File: config.mk
export PLATFORM = sky130hd
export DESIGN_NAME = packbits_row_decoder
export DESIGN_NICKNAME = d
export VERILOG_FILES = /design/src/hw/rtl/pbrd_pkg.sv /design/src/hw/rtl/pbrd_in_reg.sv /design/src/hw/rtl/pbrd_core.sv /design/src/hw/rtl/pbrd_out_reg.sv /design/src/hw/rtl/packbits_row_decoder.sv
export VERILOG_INCLUDE_DIRS = /design/src /design/src/hw/rtl
export SDC_FILE = /design/constraint.sdc
export NUM_CORES = 1
export LEC_CHECK = 0
export ABC_CLOCK_PERIOD_IN_PS = 7500
export BUFFER_PORTS_ARGS = -buffer_cell sky130_fd_sc_hd__buf_2
export CAP_MARGIN = 15
export CORE_UTILIZATION = 62
export CTS_CLUSTER_SIZE = 25
export DETAILED_ROUTE_END_ITERATION = 10
export PLACE_DENSITY = 0.82
export RECOVER_POWER = 50
export SLEW_MARGIN = 10
export SYNTH_ARGS = -nofsm -noshare
export SYNTH_HDL_FRONTEND = slang
export SYNTH_SLANG_ARGS = --single-unit
File: constraint.sdc
create_clock -name aclk -period 7.5 [get_ports aclk]
set_clock_uncertainty 0.1 [all_clocks]
set_input_delay 0.375 -clock aclk [delete_from_list [all_inputs] [get_ports aclk]]
set_output_delay 0.375 -clock aclk [all_outputs]
set_load 0.05 [all_outputs]
File: src/hw/rtl/assert_macros.svh
// Assertion helpers for the decoder core (pbrd_core).
// Simulation builds get concurrent assertions; synthesis builds get nothing.
`ifndef ASSERT_MACROS_SVH
`define ASSERT_MACROS_SVH

`ifndef SYNTHESIS

// Property must hold at every clock edge outside reset.
`define ASSERT_PROP(label, clk, rstn, prop, msg) \
    label: assert property (@(posedge clk) disable iff (!(rstn)) (prop)) else $error(msg);

// Expression must never be true outside reset.
`define ASSERT_NEVER(label, clk, rstn, expr, msg) \
    label: assert property (@(posedge clk) disable iff (!(rstn)) !(expr)) else $error(msg);

`else

`define ASSERT_PROP(label, clk, rstn, prop, msg)
`define ASSERT_NEVER(label, clk, rstn, expr, msg)

`endif

`endif

File: src/hw/rtl/pbrd_pkg.sv
package pbrd_pkg;

    // Decoder phase within a compressed row
    typedef enum logic [1:0] {
        PH_HEADER  = 2'd0,
        PH_LITERAL = 2'd1,
        PH_REPEAT  = 2'd2,
        PH_SKIP    = 2'd3
    } phase_t;

    // Header byte that does nothing
    localparam logic [7:0] HDR_NOP = 8'h80;

    // Largest run a single header can describe
    localparam logic [7:0] RUN_MAX = 8'd128;

    // Configuration register indexes
    localparam logic CFG_ROW_WIDTH  = 1'b0;
    localparam logic CFG_COMPRESSED = 1'b1;

    // One compressed input byte with its markers
    typedef struct packed {
        logic [7:0] code_byte;
        logic       row_last;
        logic       image_last;
    } item_t;

    // One run descriptor
    typedef struct packed {
        logic [7:0] run_value;
        logic [7:0] run_count;
        logic       row_done;
        logic       image_done;
    } run_t;

endpackage

File: src/hw/rtl/pbrd_in_reg.sv
module pbrd_in_reg
    import pbrd_pkg::*;
(
    input  logic  aclk,
    input  logic  aresetn,
    input  logic  in_valid,
    output logic  in_ready,
    input  item_t in_item,
    output logic  item_valid,
    input  logic  item_pop,
    output item_t item
);

    logic  valid_reg;
    item_t item_reg;

    // Take a new request when empty or when the held one leaves this cycle
    assign in_ready   = !valid_reg || item_pop;
    assign item_valid = valid_reg;
    assign item       = item_reg;

    // Hold valid flag
    always_ff @(posedge aclk) begin
        if (!aresetn) begin
            valid_reg <= 1'b0;
        end else if (in_ready) begin
            valid_reg <= in_valid;
        end
    end

    // Capture payload
    always_ff @(posedge aclk) begin
        if (in_ready && in_valid) begin
            item_reg <= in_item;
        end
    end

endmodule

File: src/hw/rtl/pbrd_core.sv
`include "assert_macros.svh"

module pbrd_core
    import pbrd_pkg::*;
(
    input  logic        aclk,
    input  logic        aresetn,
    input  logic [15:0] cfg_row_width,
    input  logic        cfg_compressed,
    input  logic        item_valid,
    input  item_t       item,
    input  logic        res_ready,
    output logic        item_pop,
    output logic        res_emit,
    output run_t        res
);

    phase_t      phase_reg, phase_next;
    logic [7:0]  lit_left_reg, lit_left_next;
    logic [7:0]  rep_len_reg, rep_len_next;
    logic [15:0] row_pos_reg, row_pos_next;

    logic [7:0]  want;
    logic [7:0]  cnt;
    logic        rdone;
    logic [15:0] room;
    logic [15:0] pos_base;
    logic [15:0] pos_inc;
    logic [15:0] pos_sum;

    // Advance one item whenever the result register can take it
    assign item_pop = item_valid && res_ready;
    assign res_emit = cnt != 8'd0;

    assign res.run_value  = item.code_byte;
    assign res.run_count  = cnt;
    assign res.row_done   = rdone;
    assign res.image_done = item.image_last;

    // Decode one byte against the current state
    always_comb begin
        phase_next    = phase_reg;
        lit_left_next = lit_left_reg;
        rep_len_next  = rep_len_reg;
        row_pos_next  = row_pos_reg;
        want          = 8'd0;
        cnt           = 8'd0;
        rdone         = 1'b0;
        room          = cfg_row_width - row_pos_reg;
        pos_base      = (row_pos_reg >= cfg_row_width) ? 16'd0 : row_pos_reg;
        pos_inc       = pos_base + 16'd1;
        pos_sum       = row_pos_reg;

        if (!cfg_compressed) begin
            // Raw bytes: one per run, wrap at the row width
            if (cfg_row_width != 16'd0) begin
                cnt = 8'd1;
                if (pos_inc == cfg_row_width) begin
                    rdone        = 1'b1;
                    row_pos_next = 16'd0;
                end else begin
                    row_pos_next = pos_inc;
                end
            end
        end else begin
            unique case (phase_reg)
                PH_HEADER: begin
                    if (item.code_byte < HDR_NOP) begin
                        lit_left_next = item.code_byte + 8'd1;
                        phase_next    = PH_LITERAL;
                    end else if (item.code_byte > HDR_NOP) begin
                        // 257 - n, kept in eight bits
                        rep_len_next = ~item.code_byte + 8'd2;
                        phase_next   = PH_REPEAT;
                    end
                end
                PH_LITERAL: begin
                    want          = 8'd1;
                    lit_left_next = lit_left_reg - 8'd1;
                    if (lit_left_next == 8'd0) begin
                        phase_next = PH_HEADER;
                    end
                end
                PH_REPEAT: begin
                    want       = rep_len_reg;
                    phase_next = PH_HEADER;
                end
                PH_SKIP: begin
                    want = 8'd0;
                end
            endcase

            // Clip the run to the room left in the row
            if (want != 8'd0 && row_pos_reg < cfg_row_width) begin
                cnt          = ({8'd0, want} < room) ? want : room[7:0];
                pos_sum      = row_pos_reg + {8'd0, cnt};
                row_pos_next = pos_sum;
                if (pos_sum == cfg_row_width) begin
                    rdone         = 1'b1;
                    phase_next    = PH_SKIP;
                    lit_left_next = 8'd0;
                end
            end

            // Row end marker drops whatever is left of the row
            if (item.row_last) begin
                phase_next    = PH_HEADER;
                lit_left_next = 8'd0;
                rep_len_next  = 8'd0;
                row_pos_next  = 16'd0;
            end
        end

        // Image end marker restarts everything
        if (item.image_last) begin
            phase_next    = PH_HEADER;
            lit_left_next = 8'd0;
            rep_len_next  = 8'd0;
            row_pos_next  = 16'd0;
        end
    end

    // Update decoder state per accepted byte
    always_ff @(posedge aclk) begin
        if (!aresetn) begin
            phase_reg    <= PH_HEADER;
            lit_left_reg <= 8'd0;
            rep_len_reg  <= 8'd0;
            row_pos_reg  <= 16'd0;
        end else if (item_pop) begin
            phase_reg    <= phase_next;
            lit_left_reg <= lit_left_next;
            rep_len_reg  <= rep_len_next;
            row_pos_reg  <= row_pos_next;
        end
    end

    `ASSERT_NEVER(a_literal_count, aclk, aresetn, phase_reg == PH_LITERAL && lit_left_reg == 8'd0, "literal phase with nothing left")
    `ASSERT_NEVER(a_repeat_len, aclk, aresetn, phase_reg == PH_REPEAT && (rep_len_reg < 8'd2 || rep_len_reg > RUN_MAX), "repeat length out of range")
    `ASSERT_NEVER(a_count_range, aclk, aresetn, item_valid && cnt > RUN_MAX, "run count above limit")
    `ASSERT_PROP(a_full_row_skips, aclk, aresetn, item_pop && cfg_compressed && rdone && !item.row_last && !item.image_last |=> phase_reg == PH_SKIP, "full row did not enter skip")

endmodule

File: src/hw/rtl/pbrd_out_reg.sv
module pbrd_out_reg
    import pbrd_pkg::*;
(
    input  logic aclk,
    input  logic aresetn,
    input  logic load,
    input  logic load_emit,
    input  run_t load_run,
    output logic load_ready,
    output logic out_valid,
    input  logic out_ready,
    output run_t out_run
);

    logic valid_reg;
    run_t run_reg;

    // Free when empty or when the held result is taken this cycle
    assign load_ready = !valid_reg || out_ready;
    assign out_valid  = valid_reg;
    assign out_run    = run_reg;

    // Hold valid flag; bytes without a run leave it empty
    always_ff @(posedge aclk) begin
        if (!aresetn) begin
            valid_reg <= 1'b0;
        end else if (load_ready) begin
            valid_reg <= load && load_emit;
        end
    end

    // Capture the run descriptor
    always_ff @(posedge aclk) begin
        if (load_ready && load && load_emit) begin
            run_reg <= load_run;
        end
    end

endmodule

File: src/hw/rtl/packbits_row_decoder.sv
// PackBits row decoder: takes one compressed byte per request on the s_ side
// and returns one run descriptor (byte value, repeat count 1..128) on the m_
// side for each byte that places data in the row; headers, no-op bytes and
// bytes past a full row give no result. Throughput is one byte per clock
// while m_tready stays high. The input register and the result register
// sit around the single decode stage. The row position, phase and run
// counters update once per accepted byte. Write row_width and compressed
// only while no byte is in flight.
module packbits_row_decoder
    import pbrd_pkg::*;
(
    input  logic        aclk,
    input  logic        aresetn,
    input  logic        cfg_wr_en,
    input  logic        cfg_index,
    input  logic [15:0] cfg_wdata,
    input  logic        s_tvalid,
    output logic        s_tready,
    input  logic [7:0]  s_tdata,   // [7:0] code_byte
    input  logic        s_tlast,   // row_last
    input  logic        s_tuser,   // [0] image_last
    output logic        m_tvalid,
    input  logic        m_tready,
    output logic [15:0] m_tdata,   // [7:0] run_value, [15:8] run_count
    output logic        m_tlast,   // row_done
    output logic        m_tuser    // [0] image_done
);

    logic [15:0] row_width_reg;
    logic        compressed_reg;

    item_t in_item;
    item_t item;
    logic  item_valid;
    logic  item_pop;
    logic  res_ready;
    logic  res_emit;
    run_t  res;
    run_t  out_run;

    // Configuration registers
    always_ff @(posedge aclk) begin
        if (!aresetn) begin
            row_width_reg  <= 16'd1;
            compressed_reg <= 1'b1;
        end else if (cfg_wr_en) begin
            unique case (cfg_index)
                CFG_ROW_WIDTH:  row_width_reg  <= cfg_wdata;
                CFG_COMPRESSED: compressed_reg <= cfg_wdata[0];
            endcase
        end
    end

    assign in_item.code_byte  = s_tdata;
    assign in_item.row_last   = s_tlast;
    assign in_item.image_last = s_tuser;

    pbrd_in_reg u_in_reg (
        .aclk       (aclk),
        .aresetn    (aresetn),
        .in_valid   (s_tvalid),
        .in_ready   (s_tready),
        .in_item    (in_item),
        .item_valid (item_valid),
        .item_pop   (item_pop),
        .item       (item)
    );

    pbrd_core u_core (
        .aclk           (aclk),
        .aresetn        (aresetn),
        .cfg_row_width  (row_width_reg),
        .cfg_compressed (compressed_reg),
        .item_valid     (item_valid),
        .item           (item),
        .res_ready      (res_ready),
        .item_pop       (item_pop),
        .res_emit       (res_emit),
        .res            (res)
    );

    pbrd_out_reg u_out_reg (
        .aclk       (aclk),
        .aresetn    (aresetn),
        .load       (item_pop),
        .load_emit  (res_emit),
        .load_run   (res),
        .load_ready (res_ready),
        .out_valid  (m_tvalid),
        .out_ready  (m_tready),
        .out_run    (out_run)
    );

    assign m_tdata = {out_run.run_count, out_run.run_value};
    assign m_tlast = out_run.row_done;
    assign m_tuser = out_run.image_done;

endmodule

**Word-level counts from Yosys, hierarchy flattened**

Index checks and enable logic that the tools add are counted.

- Add/subtract/negate cells: 6
- Multipliers: 0
- Div/mod/pow operators: 0
- Order comparisons: 5
- Equal/unequal tests: 6
- Shifts and indexed selects: 0
- Muxes and demuxes: 40
- Bitwise operators: 2
- Reduce and logical (&&, ||, !) cells: 24

Operator list:

| kind | number |
|---|---|
| 2-to-1 mux 8 bit | 16 |
| 2-to-1 mux 16 bit | 7 |
| == test 16 bit | 2 |
| one-hot mux 8 bit (2 select lines) | 2 |
| adder 16 x 1 -> 16 bit, second input constant | 1 |
| adder 16 x 8 -> 16 bit | 1 |
| >= comparator 16 bit | 1 |
| < comparator 16 bit | 1 |
| < comparator 8 x 16 -> 1 bit | 1 |
| 2-to-1 mux 2 bit | 8 |
| nonzero test 16 bit | 1 |
| nonzero test 8 bit | 2 |
| subtractor 16 bit | 1 |
| nonzero test 3 bit | 3 |
| adder 8 x 1 -> 8 bit, second input constant | 1 |
| adder 8 x 2 -> 8 bit, second input constant | 1 |
| greater-than comparator 8 bit, second input constant | 1 |
| logical NOT 8 bit | 1 |
| < comparator 8 bit, second input constant | 1 |
| inverter 8 bit | 1 |
| subtractor 8 x 1 -> 8 bit, second input constant | 1 |
| logical AND 1 bit | 6 |
| 2-to-1 mux 1 bit | 6 |
| one-hot mux 2 bit (3 select lines) | 1 |
| other kinds (12) | 16 |

- Flip-flop bits (word level): 81
- Bits in latches: 0
- Bits in writable memories: 0
- Memory bits (read-only): 0
- Input port bits: 32
- Output and inout port bits: 20
- Word-level logic and storage cells: 98
- Memories: 0

**Logic depth before layout (Yosys ltp)**

- Depth after elaboration: 12
- Depth in mapped cells: 31
- Mapped depth without buffers: 30

**Modules after synthesis**

Synthesis repeated with hierarchy kept, for this count alone.

- Cells, all modules: 906
- Area, all modules: 7344.5 um^2

By module, submodules not included:

| module | times used | cells each | area each (um^2) | sequential area each (um^2) |
|---|---|---|---|---|
| pbrd_core | 1 | 794 | 5679.2 | 680.7 |
| packbits_row_decoder | 1 | 74 | 701.9 | 340.3 |
| pbrd_out_reg | 1 | 23 | 605.6 | 560.5 |
| pbrd_in_reg | 1 | 15 | 357.8 | 320.3 |

**Worst setup path before layout**

No wires, ideal clock.

- Kind: register -> register
- From: reg row_width_reg[0]
- To: reg u_core.lit_left_reg[2]
- Setup time: 0.116 ns
- Arrival time: 6.684 ns
- Data required time: 7.284 ns
- Slack: 0.599 ns
- Cell stages (with the launch flop): 29
- Buffers on the path: 1
- Clock period less this slack: 6.901 ns
- Cells stage by stage: dfxtp_1 inv_1 ha_1 fa_1 nand2b_1 a21oi_1 nand2_1 nand2_1 a21o_1 xor2_1 inv_1 ha_1 nand4_1 o31ai_1 nand4b_1 nor4_1 clkbuf_1 mux2_2 ha_1 o21a_1 o21a_1 o21ai_2 mux2_2 or4b_1 a2111o_1 a2111o_1 nand2_1 a21oi_1 a31o_2

- Word-level cells in the longest chain between the ends: 10
- Elaborated cells on any way between the ends: 12
- Classes of those cells: add/sub: 2; order compare: 2; eq/ne: 1; mux: 6; reduce/logical: 1

Ends and longest elaborated chain:

| element | line | text |
|---|---|---|
| start, declared | packbits_row_decoder.sv:29 | `logic [15:0] row_width_reg;` |
| start signal, assigned | packbits_row_decoder.sv:48 | `CFG_ROW_WIDTH: row_width_reg <= cfg_wdata;` |
| subtractor 16 bit | pbrd_core.sv:49 | `room = cfg_row_width - row_pos_reg;` |
| < comparator 8 x 16 -> 1 bit | pbrd_core.sv:95 | `cnt = ({8'd0, want} < room) ? want : room[7:0];` |
| 2-to-1 mux 8 bit | pbrd_core.sv:95 |  |
| adder 16 x 8 -> 16 bit | pbrd_core.sv:96 | `pos_sum = row_pos_reg + {8'd0, cnt};` |
| == test 16 bit | pbrd_core.sv:98 | `if (pos_sum == cfg_row_width) begin` |
| 2-to-1 mux 8 bit | pbrd_core.sv:98 |  |
| 2-to-1 mux 8 bit * | pbrd_core.sv:94 | `if (want != 8'd0 && row_pos_reg < cfg_row_width) begin` |
| 2-to-1 mux 8 bit * | pbrd_core.sv:106 | `if (item.row_last) begin` |
| 2-to-1 mux 8 bit * | pbrd_core.sv:54 | `if (!cfg_compressed) begin` |
| 2-to-1 mux 8 bit * | pbrd_core.sv:115 | `if (item.image_last) begin` |
| end signal, assigned | pbrd_core.sv:132 | `lit_left_reg <= lit_left_next;` |
| end, declared | pbrd_core.sv:19 | `logic [7:0] lit_left_reg, lit_left_next;` |

Every way passes the cells marked *; elsewhere a longest branch is shown, timed or not. The select of a mux whose other input is x is not followed.
A chain may end at the register's enable or synchronous reset.

**Worst setup path after layout**

- From: reg u_core.row_pos_reg[1]
- To: reg u_core.lit_left_reg[4]

- Word-level cells in the longest chain between the ends: 10
- Elaborated cells on any way between the ends: 12
- Classes of those cells: add/sub: 2; order compare: 2; eq/ne: 1; mux: 6; reduce/logical: 1

Ends and longest elaborated chain:

| element | line | text |
|---|---|---|
| start, declared | pbrd_core.sv:21 | `logic [15:0] row_pos_reg, row_pos_next;` |
| start signal, assigned | pbrd_core.sv:134 | `row_pos_reg <= row_pos_next;` |
| subtractor 16 bit | pbrd_core.sv:49 |  |
| < comparator 8 x 16 -> 1 bit | pbrd_core.sv:95 |  |
| 2-to-1 mux 8 bit | pbrd_core.sv:95 |  |
| adder 16 x 8 -> 16 bit | pbrd_core.sv:96 |  |
| == test 16 bit | pbrd_core.sv:98 |  |
| 2-to-1 mux 8 bit | pbrd_core.sv:98 |  |
| 2-to-1 mux 8 bit * | pbrd_core.sv:94 |  |
| 2-to-1 mux 8 bit * | pbrd_core.sv:106 |  |
| 2-to-1 mux 8 bit * | pbrd_core.sv:54 |  |
| 2-to-1 mux 8 bit * | pbrd_core.sv:115 |  |

Marked as above.

==> impl_summary.txt <==
----------------------------------------------------
[Worst setup path]
  Launch point of the critical path ... u_core.row_pos_reg[1]
  Maximum fanout count along the critical path ... 11
  Crit path to ... u_core.lit_left_reg[4]
  Worst-case reg-to-reg path depth ... 26
  Startpoint types ... flop
  Required time worst endpoint ... 7.67 ns
  Reg-to-reg critical path endpoint ... u_core.lit_left_reg[4]
  Critical Path End Type ... flop
  Data arrival time of the critical path ... 7.36 ns
  R2r startpoint ... u_core.row_pos_reg[1]
  R2R Setup Slk ... 0.32 ns
  Critical path type ... flop to flop

[Timing]
  Pins over their slew limit ... 0
  Share of the clock period used by the worst path after layout ... 95.8%
  Worst rel slew slack ... 23.4%
  Maximum clock frequency ... 139 MHz
  Count of endpoints failing hold in the final timing report ... 0
  Transition time of the tightest slew-check pin ... 1.14 ns
  Endpoints failing setup ... 0
  Final worst hold slack ... 0.0572 ns
  Final critical-path required period ... 7.18 ns

[Global routing]
  Number of antenna violations at the first check in global routing ... 0
  Total routing resource utilization after global routing ... 39.7%
  Global-route wire length before repair ... 34400 um
  Global route total overflow ... 0
  Number of global-route vias before repair ... 6338
  Maximum number of pins on one net before global-route repair ... 25

[Yosys]
  Most frequently used flop master after synthesis ... dfxtp_1
  Count of cell types in the netlist ... 78
  Cell Area, Synth ... 6930 um^2
  Post-Synthesis Mean Instance Area ... 7.74 um^2
  Async set-or-reset flop fraction in the synthesized netlist ... 0%
  Fraction of the yosys area taken by sequential cells ... 27.5%
  Post-Syn Nets ... 973
  Cell count after synthesis ... 895
  Number of synthesis warnings ... 0
  EDFF count, synth ... 28
  Total of flip-flops plus latches after synthesis ... 81

[Status]
  Outcome ... finished clean

[Route]
  Via count ... 7137
  DRC ... 0
  Number of violations reported at the end of detailed-routing iteration 0 ... 918
  Final wirelength ... 22300 um
  Number of detailed-route iterations in the first pass ... 6
  Average wire per cell in the routed design ... 20.7 um
  Via density per instance ... 6.62
  Antenna-violating nets left ... 0

[Clocking]
  Number of clock sinks ... 81
  Buffer depth of the longest clock path ... 2
  TritonCTS clock tree ... built
  Clock network latency to the later pin of the worst-skew pair ... 0.39 ns
  H-tree Lvls ... 3
  Clock slew at the register clock pins of the worst setup and hold paths ... 0.10 ns
  Num CTS Buffers ... 9
  Clock Tree Root ... clkbuf_8
  Hold-fix buffer count after cts ... 0

[Layout]
  Count of placed standard cells in the final layout, fillers left out ... 1078
  Final #Nets ... 1011
  Share of post-route cells with drive strength above 1 ... 10.7%
  Layout overhead on the synthesized area ... 8.72%
  Area used by multi-input combinational logic ... 4660 um^2
  Final antenna diode count ... 0
  Number of fillers in the final layout ... 968
  Total area of sequential cells ... 1900 um^2
  Number of flip-flops under the largest register name ... 18

[Pwr]
  PD cells ... 152 nW/um^2
  Worst IR Drop VDD ... 0.000131 V
  Leakage ... 2.99 nW

[Placed design]
  Count of input and output buffers ... 51
  # placed instances ... 1059
  Half-perimeter wire length after detailed placement ... 17200 um
  Gp weighted congestion ... 1.16

[Job]
  Number of max-cap violations ... 0

[Die]
  Standard cell core area ... 10800 um^2
  Top-level port count ... 52
  Row cnt ... 38
  Die Width ... 108 um
  Die outline height ... 108 um
  Starting density of the core ... 63.9%
  Die Area ... 11600 um^2

[Hold path]
  Hold Crit Class ... input pin to flop

----------------------------------------------------
-- cells in the mapped netlist (4+ instances only) --
master | count | area (um^2)
inv_1 | 52 | 195
a21o_1 | 13 | 97.6
mux2_2 | 9 | 101
a32oi_1 | 4 | 35.0
dfxtp_1 | 53 | 1060
nand3b_1 | 5 | 37.5
nand2b_1 | 9 | 56.3
o211ai_1 | 14 | 105
a31o_2 | 4 | 35.0
or3_1 | 5 | 31.3
nand2_1 | 111 | 417
clkbuf_1 | 34 | 128
and2_1 | 17 | 106
and3_1 | 9 | 56.3
ha_1 | 44 | 551
a311oi_1 | 4 | 35.0
buf_2 | 4 | 20.0
o2111ai_1 | 7 | 61.3
xnor2_1 | 46 | 403
nor3_1 | 23 | 115
nor4_1 | 11 | 68.8
nand3_1 | 37 | 185
a21oi_1 | 82 | 410
a221oi_1 | 6 | 52.6
nor2b_1 | 5 | 31.3
o21a_1 | 6 | 45.0
mux2i_1 | 9 | 90.1
a31oi_1 | 12 | 75.1
o22ai_1 | 7 | 43.8
edfxtp_1 | 28 | 841
o21ai_0 | 37 | 185
nand4_1 | 20 | 125
nor2_1 | 76 | 285
xor2_1 | 18 | 158
-- critical path: stages (launching register included) --
cell	delay (ns)
dfxtp_1	0.49
inv_1	0.16
ha_1	0.31
nor2b_1	0.19
o2111ai_1	0.15
and3_1	0.24
o21ai_0	0.20
xor2_1	0.27
inv_1	0.07
ha_1	0.31
nand4_1	0.11
o31ai_1	0.29
nand4b_1	0.15
nor4_2	0.26
buf_4	0.25
mux2_2	0.38
ha_1	0.34
o21a_1	0.13
o21a_1	0.21
o21ai_4	0.28
mux2_2	0.37
or4b_1	0.52
a2111o_1	0.36
a2111o_1	0.49
nand2_2	0.17
a21oi_1	0.06
a31o_2	0.21
-- area by class of cell --
class	instances	area share, %
Timing Repair Buffer	71	5.03
Clock buffer	10	1.83
Tap cell	140	2.33
Sequential cell	81	25.3
Clock inverter	6	0.980
Inverter	53	2.64
Multi-Input combinational cell	717	61.9
-- cells in the final DEF (no fill, tap or decap), types with 6 or more instances in the layout --
| cell | netlist | layout |
|---|---|---|
| a21o_1 | 13 | 13 |
| a21oi_1 | 82 | 80 |
| a221oi_1 | 6 | 6 |
| a31oi_1 | 12 | 12 |
| and2_1 | 17 | 16 |
| and3_1 | 9 | 9 |
| buf_2 | 4 | 30 |
| buf_4 | 0 | 20 |
| clkbuf_1 | 34 | 21 |
| clkbuf_8 | 0 | 10 |
| dfxtp_1 | 53 | 53 |
| edfxtp_1 | 28 | 28 |
| ha_1 | 44 | 44 |
| inv_1 | 52 | 52 |
| mux2_2 | 9 | 9 |
| mux2i_1 | 9 | 8 |
| nand2_1 | 111 | 110 |
| nand2b_1 | 9 | 9 |
| nand3_1 | 37 | 37 |
| nand4_1 | 20 | 20 |
| nor2_1 | 76 | 76 |
| nor3_1 | 23 | 23 |
| nor4_1 | 11 | 10 |
| o2111ai_1 | 7 | 7 |
| o211ai_1 | 14 | 14 |
| o21a_1 | 6 | 6 |
| o21ai_0 | 37 | 37 |
| o22ai_1 | 7 | 7 |
| xnor2_1 | 46 | 46 |
| xor2_1 | 18 | 18 |
-- cells by family after synthesis --
logic type	Yosys count	share of synthesized area, %
AO/OA/AOI/OAI	242	22.9
XOR/XNOR	66	8.76
adder cells (fa/ha/maj)	46	8.53
buffers and inverters	97	5.65
flip-flops	81	27.5
multiplexers	18	2.76
AND/OR/NAND/NOR	345	23.9
-- how the worst min path moves through the flow --
stage	from	slack [ns]	depth (start not counted)	to
floorplan	u_in_reg.item[0]	0.32	0	u_out_reg.out_run[0]
global placement	u_core.rep_len_reg[1]	0.34	2	u_core.rep_len_reg[1]
detailed placement	u_core.rep_len_reg[1]	0.35	2	u_core.rep_len_reg[1]
CTS	s_tdata[3]	0.05	1	u_in_reg.item[5]
global route	s_tuser	0.04	1	u_in_reg.item[0]
finish	s_tuser	0.06	1	u_in_reg.item[0]
-- what timing repair did --
item | in CTS | in global routing
setup endpoints to repair | 0 | 7
resized for setup | 0 | 5
setup buffers | 0 | 2
-- per-layer routing --
layer	track usage [%]	share of wire, %	vias up
li1	-	-	3318
met1	55.8	41	3274
met2	57.2	42	458
met3	9.50	13	87
met4	17.6	4.0	0
met5	0	0	-
-- power by group --
| part | internal [mW] | total, mW | switching [mW] |
|---|---|---|---|
| logic | 0.107 | 0.298 | 0.191 |
| registers | 0.466 | 0.490 | 0.0238 |
| clock network | 0.167 | 0.354 | 0.187 |
-- metrics by stage --
stage	power [mW]	util (%)	instance area (um^2)	setup TNS, ns	worst slack, ns
2_1_floorplan	0.699	-	6930	0	0.599
3_3_place_gp	0.781	67.4	7300	0	0.598
3_5_place_dp	0.784	67.4	7300	0	0.357
4_1_cts	1.13	69.3	7510	0	0.291
5_1_grt	1.18	69.5	7530	-0.0449	-0.0296
6_report	1.14	69.5	7530	0	0.317
(Power assumes the default switching activity.)
